`src/rcs_pkg.sv`:
```
// Shared types and constants for the rod constraint state block.
`timescale 1ns / 1ps
package rcs_pkg;

    localparam int WORD_BITS  = 32;
    localparam int UNIT_BITS  = 30;
    localparam int MIN_BITS   = 16;
    localparam int DIFF_BITS  = WORD_BITS + 1;
    localparam int LEN_BITS   = WORD_BITS + 2;
    localparam int WIDE_BITS  = 2 * LEN_BITS;
    localparam int CNT_BITS   = 7;
    localparam int IN_BITS    = 8 * WORD_BITS;
    localparam int OUT_BITS   = 232;

    typedef enum logic [1:0] {
        OP_MUL,
        OP_DIV,
        OP_SQRT
    } unit_op_t;

    typedef enum logic [1:0] {
        STAT_OK      = 2'd0,
        STAT_INVALID = 2'd1,
        STAT_SHORT   = 2'd2
    } status_t;

    typedef enum logic [3:0] {
        ST_IDLE,
        ST_SQX,
        ST_SQY,
        ST_ROOT,
        ST_CHECK,
        ST_DIVX,
        ST_DIVY,
        ST_M1,
        ST_M2,
        ST_M3,
        ST_M4,
        ST_SAT,
        ST_CSQ,
        ST_CDIV,
        ST_DONE
    } state_t;

    typedef struct packed {
        logic     start;
        unit_op_t op;
    } unit_req_t;

    typedef struct packed {
        logic busy;
        logic done;
    } unit_rsp_t;

endpackage

```
`src/rcs_serial_unit.sv`:
```
// Bit-serial multiply, restoring divide and square root unit.
`timescale 1ns / 1ps
module rcs_serial_unit
    import rcs_pkg::*;
(
    input  logic                  clk,
    input  logic                  rst_n,
    input  unit_req_t             req,
    input  logic [WIDE_BITS-1:0]  opa,
    input  logic [LEN_BITS-1:0]   opb,
    output unit_rsp_t             rsp,
    output logic [WIDE_BITS-1:0]  result
);

    logic                  busy_reg, busy_next;
    logic                  done_reg, done_next;
    logic [CNT_BITS-1:0]   cnt_reg, cnt_next;
    unit_op_t              op_reg, op_next;
    logic [WIDE_BITS-1:0]  acc_reg, acc_next;
    logic [WIDE_BITS-1:0]  aux_reg, aux_next;
    logic [LEN_BITS-1:0]   b_reg, b_next;
    logic [LEN_BITS+2:0]   rem_reg, rem_next;
    logic [LEN_BITS-1:0]   root_reg, root_next;
    logic [CNT_BITS-1:0]   last;
    logic [LEN_BITS+2:0]   div_try;
    logic [LEN_BITS+2:0]   sqrt_try;
    logic [LEN_BITS+2:0]   sqrt_trial;

    always_ff @(posedge clk or negedge rst_n)
    begin
        if (!rst_n)
        begin
            busy_reg <= 1'b0;
            done_reg <= 1'b0;
            cnt_reg  <= '0;
            op_reg   <= OP_MUL;
        end
        else
        begin
            busy_reg <= busy_next;
            done_reg <= done_next;
            cnt_reg  <= cnt_next;
            op_reg   <= op_next;
        end
    end

    always_ff @(posedge clk)
    begin
        acc_reg  <= acc_next;
        aux_reg  <= aux_next;
        b_reg    <= b_next;
        rem_reg  <= rem_next;
        root_reg <= root_next;
    end

    always_comb
    begin
        busy_next  = busy_reg;
        done_next  = 1'b0;
        cnt_next   = cnt_reg;
        op_next    = op_reg;
        acc_next   = acc_reg;
        aux_next   = aux_reg;
        b_next     = b_reg;
        rem_next   = rem_reg;
        root_next  = root_reg;
        div_try    = {1'b0, rem_reg[LEN_BITS:0], acc_reg[WIDE_BITS-1]};
        sqrt_try   = {rem_reg[LEN_BITS:0], acc_reg[WIDE_BITS-1 -: 2]};
        sqrt_trial = {1'b0, root_reg, 2'b01};
        unique case (op_reg)
            OP_MUL:  last = CNT_BITS'(LEN_BITS - 1);
            OP_DIV:  last = CNT_BITS'(WIDE_BITS - 1);
            OP_SQRT: last = CNT_BITS'(LEN_BITS - 1);
            default: last = CNT_BITS'(LEN_BITS - 1);
        endcase
        if (req.start)
        begin
            busy_next = 1'b1;
            cnt_next  = '0;
            op_next   = req.op;
            acc_next  = (req.op == OP_MUL) ? '0 : opa;
            aux_next  = opa;
            b_next    = opb;
            rem_next  = '0;
            root_next = '0;
        end
        else if (busy_reg)
        begin
            cnt_next = cnt_reg + 1'b1;
            if (cnt_reg == last)
            begin
                busy_next = 1'b0;
                done_next = 1'b1;
            end
            unique case (op_reg)
                OP_MUL:
                begin
                    if (b_reg[0])
                    begin
                        acc_next = acc_reg + aux_reg;
                    end
                    aux_next = {aux_reg[WIDE_BITS-2:0], 1'b0};
                    b_next   = {1'b0, b_reg[LEN_BITS-1:1]};
                end
                OP_DIV:
                begin
                    if (div_try >= {3'b000, b_reg})
                    begin
                        rem_next = div_try - {3'b000, b_reg};
                        acc_next = {acc_reg[WIDE_BITS-2:0], 1'b1};
                    end
                    else
                    begin
                        rem_next = div_try;
                        acc_next = {acc_reg[WIDE_BITS-2:0], 1'b0};
                    end
                end
                OP_SQRT:
                begin
                    acc_next = {acc_reg[WIDE_BITS-3:0], 2'b00};
                    if (sqrt_try >= sqrt_trial)
                    begin
                        rem_next  = sqrt_try - sqrt_trial;
                        root_next = {root_reg[LEN_BITS-2:0], 1'b1};
                    end
                    else
                    begin
                        rem_next  = sqrt_try;
                        root_next = {root_reg[LEN_BITS-2:0], 1'b0};
                    end
                end
                default:
                begin
                    busy_next = 1'b0;
                end
            endcase
        end
    end

    assign rsp.busy = busy_reg;
    assign rsp.done = done_reg;
    assign result   = (op_reg == OP_SQRT) ? {{(WIDE_BITS-LEN_BITS){1'b0}}, root_reg} : acc_reg;

endmodule

```
`src/rod_constraint_state_top.sv`:
```
// Top level of the rod constraint state block: sequencer, state and stream ports.
`timescale 1ns / 1ps
// A full item runs two squares, a square root, three divides and five products, all
// on one bit-serial unit. An invalid pair goes straight to the output stage, and a
// too-short rod stops after the length check. One item is in work at a time; the
// output register lets the next item enter while a result waits. Reset clears the
// reference latch and sets min_length to 1.
module rod_constraint_state_top
    import rcs_pkg::*;
(
    input  logic                 clk,
    input  logic                 rst_n,
    input  logic                 cfg_wr_en,
    input  logic [MIN_BITS-1:0]  cfg_wr_data,
    input  logic                 s_tvalid,
    output logic                 s_tready,
    // pivot_x, pivot_y, bob_x, bob_y, pivot_vx, pivot_vy, bob_vx, bob_vy
    input  logic [IN_BITS-1:0]   s_tdata,
    // pair_valid
    input  logic                 s_tuser,
    output logic                 m_tvalid,
    input  logic                 m_tready,
    // rod_length, radial_x, radial_y, radial_speed, tangential_speed,
    // centripetal_term, length_error, zero fill
    output logic [OUT_BITS-1:0]  m_tdata,
    // status
    output logic [1:0]           m_tuser
);

    localparam logic [WORD_BITS-1:0] WMAX = {WORD_BITS{1'b1}};

    state_t                 state_reg, state_next;
    logic                   go_reg, go_next;
    logic [MIN_BITS-1:0]    min_len_reg;
    logic                   ref_latched_reg, ref_latched_next;
    logic [WORD_BITS-1:0]   ref_len_reg, ref_len_next;
    logic [DIFF_BITS-1:0]   dx_reg, dx_next, dy_reg, dy_next;
    logic [DIFF_BITS-1:0]   dvx_reg, dvx_next, dvy_reg, dvy_next;
    logic                   dxn_reg, dxn_next, dyn_reg, dyn_next;
    logic                   dvxn_reg, dvxn_next, dvyn_reg, dvyn_next;
    logic [WIDE_BITS-1:0]   sum_reg, sum_next;
    logic [LEN_BITS-1:0]    len_reg, len_next;
    logic [UNIT_BITS:0]     rx_reg, rx_next, ry_reg, ry_next;
    logic signed [WIDE_BITS-1:0] accr_reg, accr_next, acct_reg, acct_next;
    logic [WORD_BITS-1:0]   vr_reg, vr_next, vt_reg, vt_next;
    logic [WORD_BITS-1:0]   cent_reg, cent_next;
    logic [WORD_BITS:0]     lerr_reg, lerr_next;
    status_t                status_reg, status_next;
    logic                   out_valid_reg, out_valid_next;
    logic [OUT_BITS-1:0]    out_data_reg, out_data_next;
    logic [1:0]             out_user_reg, out_user_next;

    unit_req_t              unit_req;
    unit_rsp_t              unit_rsp;
    logic [WIDE_BITS-1:0]   unit_a;
    logic [LEN_BITS-1:0]    unit_b;
    logic [WIDE_BITS-1:0]   unit_res;

    logic [DIFF_BITS-1:0]   d_x, d_y, d_vx, d_vy;
    logic [WORD_BITS-1:0]   len_sat;
    logic                   latch_now;
    logic [WORD_BITS-1:0]   ref_new;
    logic signed [WIDE_BITS-1:0] prod_s;
    logic                   prod_neg;
    logic [WORD_BITS-1:0]   rx_word, ry_word, vt_mag;

    function automatic logic [DIFF_BITS-1:0] diff(input logic [WORD_BITS-1:0] a,
                                                  input logic [WORD_BITS-1:0] b);
        diff = {a[WORD_BITS-1], a} - {b[WORD_BITS-1], b};
    endfunction

    function automatic logic [DIFF_BITS-1:0] magn(input logic [DIFF_BITS-1:0] d);
        magn = d[DIFF_BITS-1] ? (~d + 1'b1) : d;
    endfunction

    function automatic logic [WORD_BITS-1:0] sat_s(input logic signed [WIDE_BITS-1:0] a);
        logic signed [WIDE_BITS-1:0] sh;
        sh = a >>> UNIT_BITS;
        if (sh > $signed({{(WIDE_BITS-WORD_BITS+1){1'b0}}, {(WORD_BITS-1){1'b1}}}))
            sat_s = {1'b0, {(WORD_BITS-1){1'b1}}};
        else if (sh < $signed({{(WIDE_BITS-WORD_BITS+1){1'b1}}, {(WORD_BITS-1){1'b0}}}))
            sat_s = {1'b1, {(WORD_BITS-1){1'b0}}};
        else
            sat_s = sh[WORD_BITS-1:0];
    endfunction

    rcs_serial_unit u_unit (
        .clk    (clk),
        .rst_n  (rst_n),
        .req    (unit_req),
        .opa    (unit_a),
        .opb    (unit_b),
        .rsp    (unit_rsp),
        .result (unit_res)
    );

    always_ff @(posedge clk or negedge rst_n)
    begin
        if (!rst_n)
        begin
            state_reg       <= ST_IDLE;
            go_reg          <= 1'b0;
            min_len_reg     <= MIN_BITS'(1);
            ref_latched_reg <= 1'b0;
            ref_len_reg     <= '0;
            out_valid_reg   <= 1'b0;
        end
        else
        begin
            state_reg       <= state_next;
            go_reg          <= go_next;
            ref_latched_reg <= ref_latched_next;
            ref_len_reg     <= ref_len_next;
            out_valid_reg   <= out_valid_next;
            if (cfg_wr_en)
            begin
                min_len_reg <= cfg_wr_data;
            end
        end
    end

    always_ff @(posedge clk)
    begin
        dx_reg       <= dx_next;
        dy_reg       <= dy_next;
        dvx_reg      <= dvx_next;
        dvy_reg      <= dvy_next;
        dxn_reg      <= dxn_next;
        dyn_reg      <= dyn_next;
        dvxn_reg     <= dvxn_next;
        dvyn_reg     <= dvyn_next;
        sum_reg      <= sum_next;
        len_reg      <= len_next;
        rx_reg       <= rx_next;
        ry_reg       <= ry_next;
        accr_reg     <= accr_next;
        acct_reg     <= acct_next;
        vr_reg       <= vr_next;
        vt_reg       <= vt_next;
        cent_reg     <= cent_next;
        lerr_reg     <= lerr_next;
        status_reg   <= status_next;
        out_data_reg <= out_data_next;
        out_user_reg <= out_user_next;
    end

    assign d_x  = diff(s_tdata[2*WORD_BITS +: WORD_BITS], s_tdata[0 +: WORD_BITS]);
    assign d_y  = diff(s_tdata[3*WORD_BITS +: WORD_BITS], s_tdata[WORD_BITS +: WORD_BITS]);
    assign d_vx = diff(s_tdata[6*WORD_BITS +: WORD_BITS], s_tdata[4*WORD_BITS +: WORD_BITS]);
    assign d_vy = diff(s_tdata[7*WORD_BITS +: WORD_BITS], s_tdata[5*WORD_BITS +: WORD_BITS]);

    assign len_sat   = (len_reg[LEN_BITS-1:WORD_BITS] != '0) ? WMAX : len_reg[WORD_BITS-1:0];
    assign latch_now = !ref_latched_reg && (len_reg > {{(LEN_BITS-MIN_BITS){1'b0}}, min_len_reg});
    assign ref_new   = latch_now ? len_sat : ref_len_reg;
    assign rx_word   = dxn_reg ? (~{1'b0, rx_reg} + 1'b1) : {1'b0, rx_reg};
    assign ry_word   = dyn_reg ? (~{1'b0, ry_reg} + 1'b1) : {1'b0, ry_reg};
    assign vt_mag    = vt_reg[WORD_BITS-1] ? (~vt_reg + 1'b1) : vt_reg;
    assign prod_s    = prod_neg ? -$signed(unit_res) : $signed(unit_res);
    assign s_tready  = (state_reg == ST_IDLE);

    always_comb
    begin
        state_next       = state_reg;
        go_next          = go_reg;
        ref_latched_next = ref_latched_reg;
        ref_len_next     = ref_len_reg;
        dx_next          = dx_reg;
        dy_next          = dy_reg;
        dvx_next         = dvx_reg;
        dvy_next         = dvy_reg;
        dxn_next         = dxn_reg;
        dyn_next         = dyn_reg;
        dvxn_next        = dvxn_reg;
        dvyn_next        = dvyn_reg;
        sum_next         = sum_reg;
        len_next         = len_reg;
        rx_next          = rx_reg;
        ry_next          = ry_reg;
        accr_next        = accr_reg;
        acct_next        = acct_reg;
        vr_next          = vr_reg;
        vt_next          = vt_reg;
        cent_next        = cent_reg;
        lerr_next        = lerr_reg;
        status_next      = status_reg;
        out_valid_next   = out_valid_reg && !m_tready;
        out_data_next    = out_data_reg;
        out_user_next    = out_user_reg;
        unit_req.start   = 1'b0;
        unit_req.op      = OP_MUL;
        unit_a           = '0;
        unit_b           = '0;
        prod_neg         = 1'b0;

        unique case (state_reg)
            ST_SQX:
            begin
                unit_a = {{(WIDE_BITS-DIFF_BITS){1'b0}}, dx_reg};
                unit_b = {1'b0, dx_reg};
            end
            ST_SQY:
            begin
                unit_a = {{(WIDE_BITS-DIFF_BITS){1'b0}}, dy_reg};
                unit_b = {1'b0, dy_reg};
            end
            ST_ROOT:
            begin
                unit_req.op = OP_SQRT;
                unit_a      = sum_reg;
            end
            ST_DIVX:
            begin
                unit_req.op = OP_DIV;
                unit_a      = {{(WIDE_BITS-DIFF_BITS-UNIT_BITS){1'b0}}, dx_reg,
                               {UNIT_BITS{1'b0}}};
                unit_b      = len_reg;
            end
            ST_DIVY:
            begin
                unit_req.op = OP_DIV;
                unit_a      = {{(WIDE_BITS-DIFF_BITS-UNIT_BITS){1'b0}}, dy_reg,
                               {UNIT_BITS{1'b0}}};
                unit_b      = len_reg;
            end
            ST_M1:
            begin
                unit_a   = {{(WIDE_BITS-DIFF_BITS){1'b0}}, dvx_reg};
                unit_b   = {{(LEN_BITS-UNIT_BITS-1){1'b0}}, rx_reg};
                prod_neg = dvxn_reg ^ dxn_reg;
            end
            ST_M2:
            begin
                unit_a   = {{(WIDE_BITS-DIFF_BITS){1'b0}}, dvy_reg};
                unit_b   = {{(LEN_BITS-UNIT_BITS-1){1'b0}}, ry_reg};
                prod_neg = dvyn_reg ^ dyn_reg;
            end
            ST_M3:
            begin
                unit_a   = {{(WIDE_BITS-DIFF_BITS){1'b0}}, dvx_reg};
                unit_b   = {{(LEN_BITS-UNIT_BITS-1){1'b0}}, ry_reg};
                prod_neg = ~(dvxn_reg ^ dyn_reg);
            end
            ST_M4:
            begin
                unit_a   = {{(WIDE_BITS-DIFF_BITS){1'b0}}, dvy_reg};
                unit_b   = {{(LEN_BITS-UNIT_BITS-1){1'b0}}, rx_reg};
                prod_neg = dvyn_reg ^ dxn_reg;
            end
            ST_CSQ:
            begin
                unit_a = {{(WIDE_BITS-WORD_BITS){1'b0}}, vt_mag};
                unit_b = {{(LEN_BITS-WORD_BITS){1'b0}}, vt_mag};
            end
            ST_CDIV:
            begin
                unit_req.op = OP_DIV;
                unit_a      = sum_reg;
                unit_b      = len_reg;
            end
            default:
            begin
                unit_a = '0;
            end
        endcase

        unique case (state_reg)
            ST_IDLE:
            begin
                if (s_tvalid)
                begin
                    dx_next   = magn(d_x);
                    dy_next   = magn(d_y);
                    dvx_next  = magn(d_vx);
                    dvy_next  = magn(d_vy);
                    dxn_next  = d_x[DIFF_BITS-1];
                    dyn_next  = d_y[DIFF_BITS-1];
                    dvxn_next = d_vx[DIFF_BITS-1];
                    dvyn_next = d_vy[DIFF_BITS-1];
                    lerr_next = '0;
                    if (s_tuser)
                    begin
                        status_next = STAT_OK;
                        state_next  = ST_SQX;
                    end
                    else
                    begin
                        status_next = STAT_INVALID;
                        state_next  = ST_DONE;
                    end
                end
            end
            ST_CHECK:
            begin
                ref_latched_next = ref_latched_reg || latch_now;
                ref_len_next     = ref_new;
                if (ref_latched_reg || latch_now)
                begin
                    lerr_next = {1'b0, len_sat} - {1'b0, ref_new};
                end
                if (len_reg <= {{(LEN_BITS-MIN_BITS){1'b0}}, min_len_reg})
                begin
                    status_next = STAT_SHORT;
                    state_next  = ST_DONE;
                end
                else
                begin
                    state_next = ST_DIVX;
                end
            end
            ST_SAT:
            begin
                vr_next    = sat_s(accr_reg);
                vt_next    = sat_s(acct_reg);
                state_next = ST_CSQ;
            end
            ST_DONE:
            begin
                if (!out_valid_reg || m_tready)
                begin
                    out_valid_next = 1'b1;
                    out_user_next  = status_reg;
                    out_data_next  = '0;
                    out_data_next[6*WORD_BITS +: WORD_BITS+1] = lerr_reg;
                    if (status_reg == STAT_OK)
                    begin
                        out_data_next[0 +: WORD_BITS]           = len_sat;
                        out_data_next[WORD_BITS +: WORD_BITS]   = rx_word;
                        out_data_next[2*WORD_BITS +: WORD_BITS] = ry_word;
                        out_data_next[3*WORD_BITS +: WORD_BITS] = vr_reg;
                        out_data_next[4*WORD_BITS +: WORD_BITS] = vt_reg;
                        out_data_next[5*WORD_BITS +: WORD_BITS] = cent_reg;
                    end
                    state_next = ST_IDLE;
                end
            end
            default:
            begin
                if (!go_reg)
                begin
                    unit_req.start = 1'b1;
                    go_next        = 1'b1;
                end
                else if (unit_rsp.done)
                begin
                    go_next = 1'b0;
                    unique case (state_reg)
                        ST_SQX:
                        begin
                            sum_next   = unit_res;
                            state_next = ST_SQY;
                        end
                        ST_SQY:
                        begin
                            sum_next   = sum_reg + unit_res;
                            state_next = ST_ROOT;
                        end
                        ST_ROOT:
                        begin
                            len_next   = unit_res[LEN_BITS-1:0];
                            state_next = ST_CHECK;
                        end
                        ST_DIVX:
                        begin
                            rx_next    = unit_res[UNIT_BITS:0];
                            state_next = ST_DIVY;
                        end
                        ST_DIVY:
                        begin
                            ry_next    = unit_res[UNIT_BITS:0];
                            state_next = ST_M1;
                        end
                        ST_M1:
                        begin
                            accr_next  = prod_s;
                            state_next = ST_M2;
                        end
                        ST_M2:
                        begin
                            accr_next  = accr_reg + prod_s;
                            state_next = ST_M3;
                        end
                        ST_M3:
                        begin
                            acct_next  = prod_s;
                            state_next = ST_M4;
                        end
                        ST_M4:
                        begin
                            acct_next  = acct_reg + prod_s;
                            state_next = ST_SAT;
                        end
                        ST_CSQ:
                        begin
                            sum_next   = unit_res;
                            state_next = ST_CDIV;
                        end
                        ST_CDIV:
                        begin
                            cent_next  = (unit_res[WIDE_BITS-1:WORD_BITS] != '0) ? WMAX
                                         : unit_res[WORD_BITS-1:0];
                            state_next = ST_DONE;
                        end
                        default:
                        begin
                            state_next = ST_IDLE;
                        end
                    endcase
                end
            end
        endcase
    end

    assign m_tvalid = out_valid_reg;
    assign m_tdata  = out_data_reg;
    assign m_tuser  = out_user_reg;

    a_accept_leaves_idle: assert property (@(posedge clk) disable iff (!rst_n)
        (s_tvalid && s_tready) |=> (state_reg != ST_IDLE))
        else $error("accepted transfer did not start work");

    a_latch_sticks: assert property (@(posedge clk) disable iff (!rst_n)
        ref_latched_reg |=> ref_latched_reg)
        else $error("reference latch was lost");

    a_fault_zero: assert property (@(posedge clk) disable iff (!rst_n)
        (m_tvalid && (m_tuser != STAT_OK)) |-> (m_tdata[6*WORD_BITS-1:0] == '0))
        else $error("non-ok result carries data");

    a_start_idle_unit: assert property (@(posedge clk) disable iff (!rst_n)
        unit_req.start |-> !unit_rsp.busy)
        else $error("serial unit started while busy");

endmodule

```
`config.mk`:
```
export PLATFORM = sky130hd
export DESIGN_NAME = rod_constraint_state_top
export DESIGN_NICKNAME = d
export VERILOG_FILES = /design/src/rcs_pkg.sv /design/src/rcs_serial_unit.sv /design/src/rod_constraint_state_top.sv
export SDC_FILE = /design/constraint.sdc
export NUM_CORES = 2
export LEC_CHECK = 0
export BUFFER_PORTS_ARGS = -buffer_cell sky130_fd_sc_hd__buf_2
export CAP_MARGIN = 25
export CORE_UTILIZATION = 67
export CTS_CLUSTER_SIZE = 25
export DETAILED_ROUTE_END_ITERATION = 7
export PLACE_DENSITY = 0.87
export SYNTH_ARGS = -nofsm -noshare
export SYNTH_HDL_FRONTEND = slang
export SYNTH_SLANG_ARGS = --single-unit
export TNS_END_PERCENT = 100
```
`constraint.sdc`:
```
create_clock -name clk -period 25.5 [get_ports clk]
set_input_delay 5.1 -clock clk [delete_from_list [all_inputs] [get_ports clk]]
set_output_delay 5.1 -clock clk [all_outputs]
set_load 0.01 [all_outputs]
```
==> impl_results.md <==
* Drt pass-1 iters at 8
* Peak Freq at roughly 0.11 GHz
* Clk Latency, worst-skew pair at between 0.7 and 0.8 ns
* Die W at ~350 µm
* Vias in the first global route at 68570
* CTS root buffer: clkbuf_16
* Buf+Inv Stages, Crit Path at 5
* Routed len/inst at 25.56 µm
* Initial DRC Count at around 11000
* Synth area leader: edfxtp_1
* Cell row count at 126
* Initial Util at 67.51%
* CP Class: input port to flip-flop
* Clock network power share at between 10% and 20%
* Crit path from: s_tdata[224]
* Switching Fraction at a little under half
* Number of flip-flops under the largest register name at 225
* Total gr overflow at 0
* Failing checks: DRC
* Pint at 6.192 mW
* First-pass GRT wire length at about 410000 µm
* Worst r2r src: u_unit.op_reg[0]
* Largest net degree at the start of global routing at 189
* Slowest stage delay, CP at a little over 0.5 ns
* Port bufs at 506
* Initial antenna violation count at 14
* Post-Layout Cell Count at 10690
* Clock sinks at between 1000 and 1500
* Mean post-synth cell area at 9.121 µm²
* Final setup margin at approximately 17 ns
* Synthesized instance count at 8740
* Max-cap violation count at 0
* CTS Buffer Depth at 3
* CP startpoint kind: input port
* Max Slew Vio Count at 0
* CTS clock-pin slew for the worst setup and hold paths at 0.06 ns
* Post-CTS sizing at 0
* Post-detailed-route count of antenna-violating nets at 0
* Worst slew pin tran at 1.339 ns
* # nets final at 9856
* Power, Total at 11.78 mW
* TritonCTS Buffers at 113
* CP required at 25.99 ns
* Net Sw Power at 5.588 mW
* Unrepaired setup endpoints after global routing: no
* Synth cell types at 105
* Placed Instances at 10470
* Outcome: finished, violations left
* Pwr/cell area at 134.1 mW/mm²
* Dpl ws at 15.97 ns
* Sequential fraction of design power at 24.1%
* Vias at between 70000 and 80000
* Crit path time final at 8.911 ns
* Fin. Hold Viols at 0
* DRC errors left at 94
* Fraction of layout cells with a size suffix above 1 at 10.65%
* Hold WS at roughly 0.42 ns
* Worst-path cell chain: buf_2 -> inv_1 -> ha_1 -> inv_1 -> fa_1 -> a21o_1 -> a221oi_1 -> nand3b_1 -> a21oi_1 -> o21ai_0 -> a311o_1 -> o21ai_0 -> a21o_1 -> a2111o_1 -> a21boi_1 -> buf_4 -> inv_1 -> o21ai_0 -> xor2_1
* Die footprint at 0.1204 mm²
* Hold_buf cts at 0
* GRT Overall Usage at 44.06%
* CP Capture Type: flip-flop
* CP max-delay cell: a221oi_1
* Area Growth Syn to Fin at 10.17%
* Placed Instance Area at 0.08378 mm²
* Design area at 0.08783 mm²
* Critical path arrival at 9.40 ns
* Post-Route WL at roughly 270000 µm
* VDD IR-drop max at approximately 0.12 mV
* Final Util at about three quarters
* EDFF count, synth at 964
* Via density at slightly below 7
* Post-synthesis sequential area ratio at 40.12%
* Post-synth top flop: edfxtp_1
* Tcrit/Tclk final at roughly a third
* Leak pwr at 36.45 nW
* Synth top area cells: edfxtp_1 36%, ha_1 8.1%, a21oi_1 4.7%
* HP Class: flip-flop to flip-flop
* CTS tree: built
* Placer Congestion at 1.087
* YS warnings at 0
* Die height at 346.9 µm
* Synthesized area at 0.07972 mm²
* H-tree levels at 3
* Sum Neg Setup Slack at 0 ns
* Yosys reg bits at around 1100
* CP max FO at 20
* Top-area cell type share of the netlist area at 36.31%
* DP HPWL at 204600 µm
* Final setup skew at between 0.03 and 0.04 ns
* Setup Buffers After CTS at 0
* Total core area at 0.1181 mm²
* Ys async rst share at ~6%
* Relative slew slack at 10.75%
* # IOs at between 500 and 600
* Combinational Power Share at between 60% and 70%
* Final setup vio count at 0
* Worst hold start: lerr_reg[14]
* Cell family with most CP delay: compound AO/OA/AOI/OAI gates
final cells by class:
type                            instances  area (µm²)
Antenna cell                            9       22.52
Clock buffer                          136        3015
Clock inverter                         74       918.4
Fill cell                            8384       30250
Inverter                              495        1858
Multi-Input combinational cell       6696       44400
Sequential cell                      1099       31980
Tap cell                             1536        1922
Timing Repair Buffer                  648        3712
power groups by stage:
| stage | Sequential, mW | Clock (mW) | Combinational [mW] |
|---|---|---|---|
| floorplan | 2.80 | 0 | 4.98 |
| global placement | 2.83 | 0 | 6.66 |
| detailed placement | 2.84 | 0 | 6.85 |
| CTS | 2.81 | 1.78 | 6.92 |
| global route | 2.85 | 1.84 | 7.68 |
| finish | 2.83 | 1.78 | 7.16 |
per-layer routing:
metal  vias to the layer above  routed length, µm  global-route usage (%)  part of all wire (%)
met5                         -                 30                       0                 0.011
met4                         6              24640                   32.82                   9.0
met3                      1134              33650                   10.96                    12
met2                      5118             117700                   67.04                    43
met1                     34490              97260                   54.34                    36
li1                      32890                  -                       -                     -
synth_stat cells (all sizes together) (75+ instances only):
master and instances:
a222oi 110, inv 494, nand3 130, nor2 740
edfxtp 964, xnor2 405, a21o 347, clkbuf 399
ha 515, nor2b 133, o21ai 650, xor2 296
nor3 144, and2 141, a31oi 94, nand2 774
nand2b 75, o21a 127, a21oi 756, nand4 87
final timing paths:
path / end / slack, ns / cells past startpoint
min in group asynchronous: ref_len_reg[15] / 4.19 / 1
worst max register to register: accr_reg[65] / 16.74 / 23
worst max-delay path: dvy_reg[19] / 16.59 / 19
max in group asynchronous: state_reg[3] / 20.69 / 2
worst min register to register: m_tdata[206] / 0.42 / 0
worst min-delay path: m_tdata[206] / 0.42 / 0
kinds of logic after synthesis:
| group | synth area share [%] |
|---|---|
| and+or+nand+nor | 15.24 |
| buffers and inverters | 4.545 |
| xor gates and xnor gates | 7.702 |
| AOI/OAI and AO/OA | 22.88 |
| muxes | 1.114 |
| other | 0.004704 |
| adders and majority gates | 8.397 |
| DFF | 40.12 |
layout by cell type, fill, tap and decap left out, types with 74 or more instances in the layout:
master,count
buf_4,130
nand2_1,772
buf_2,505
nand4_1,87
nor3_1,136
inv_1,493
a21oi_1,751
a21o_1,347
o21ai_0,623
and2_1,141
edfxtp_1,964
a31oi_1,93
a222oi_1,110
ha_1,513
o21a_1,127
xor2_1,296
xnor2_1,405
nor2_1,726
clkbuf_16,114
nand3_1,130
nor2b_1,132
nand2b_1,74
worst reg2reg max path: stages, from the launching register on:
cell      delay (ns)
dfrtp_1         0.40
inv_1           0.18
ha_4            0.63
buf_4           0.76
mux2i_1         0.81
inv_1           0.46
or3_1           0.56
or3_1           0.47
nor2_1          0.12
a21oi_1         0.09
xnor2_1         0.61
ha_1            0.44
nand2_1         0.17
nor2_1          0.08
and3_1          0.22
and3_1          0.19
a22oi_1         0.14
o21ai_1         0.24
o21bai_1        0.45
a211oi_1        0.18
o41ai_1         0.73
o21ai_0         0.25
xnor2_1         0.19
a21oi_1         0.09
Note: power is estimated with default switching activity, not from simulation.
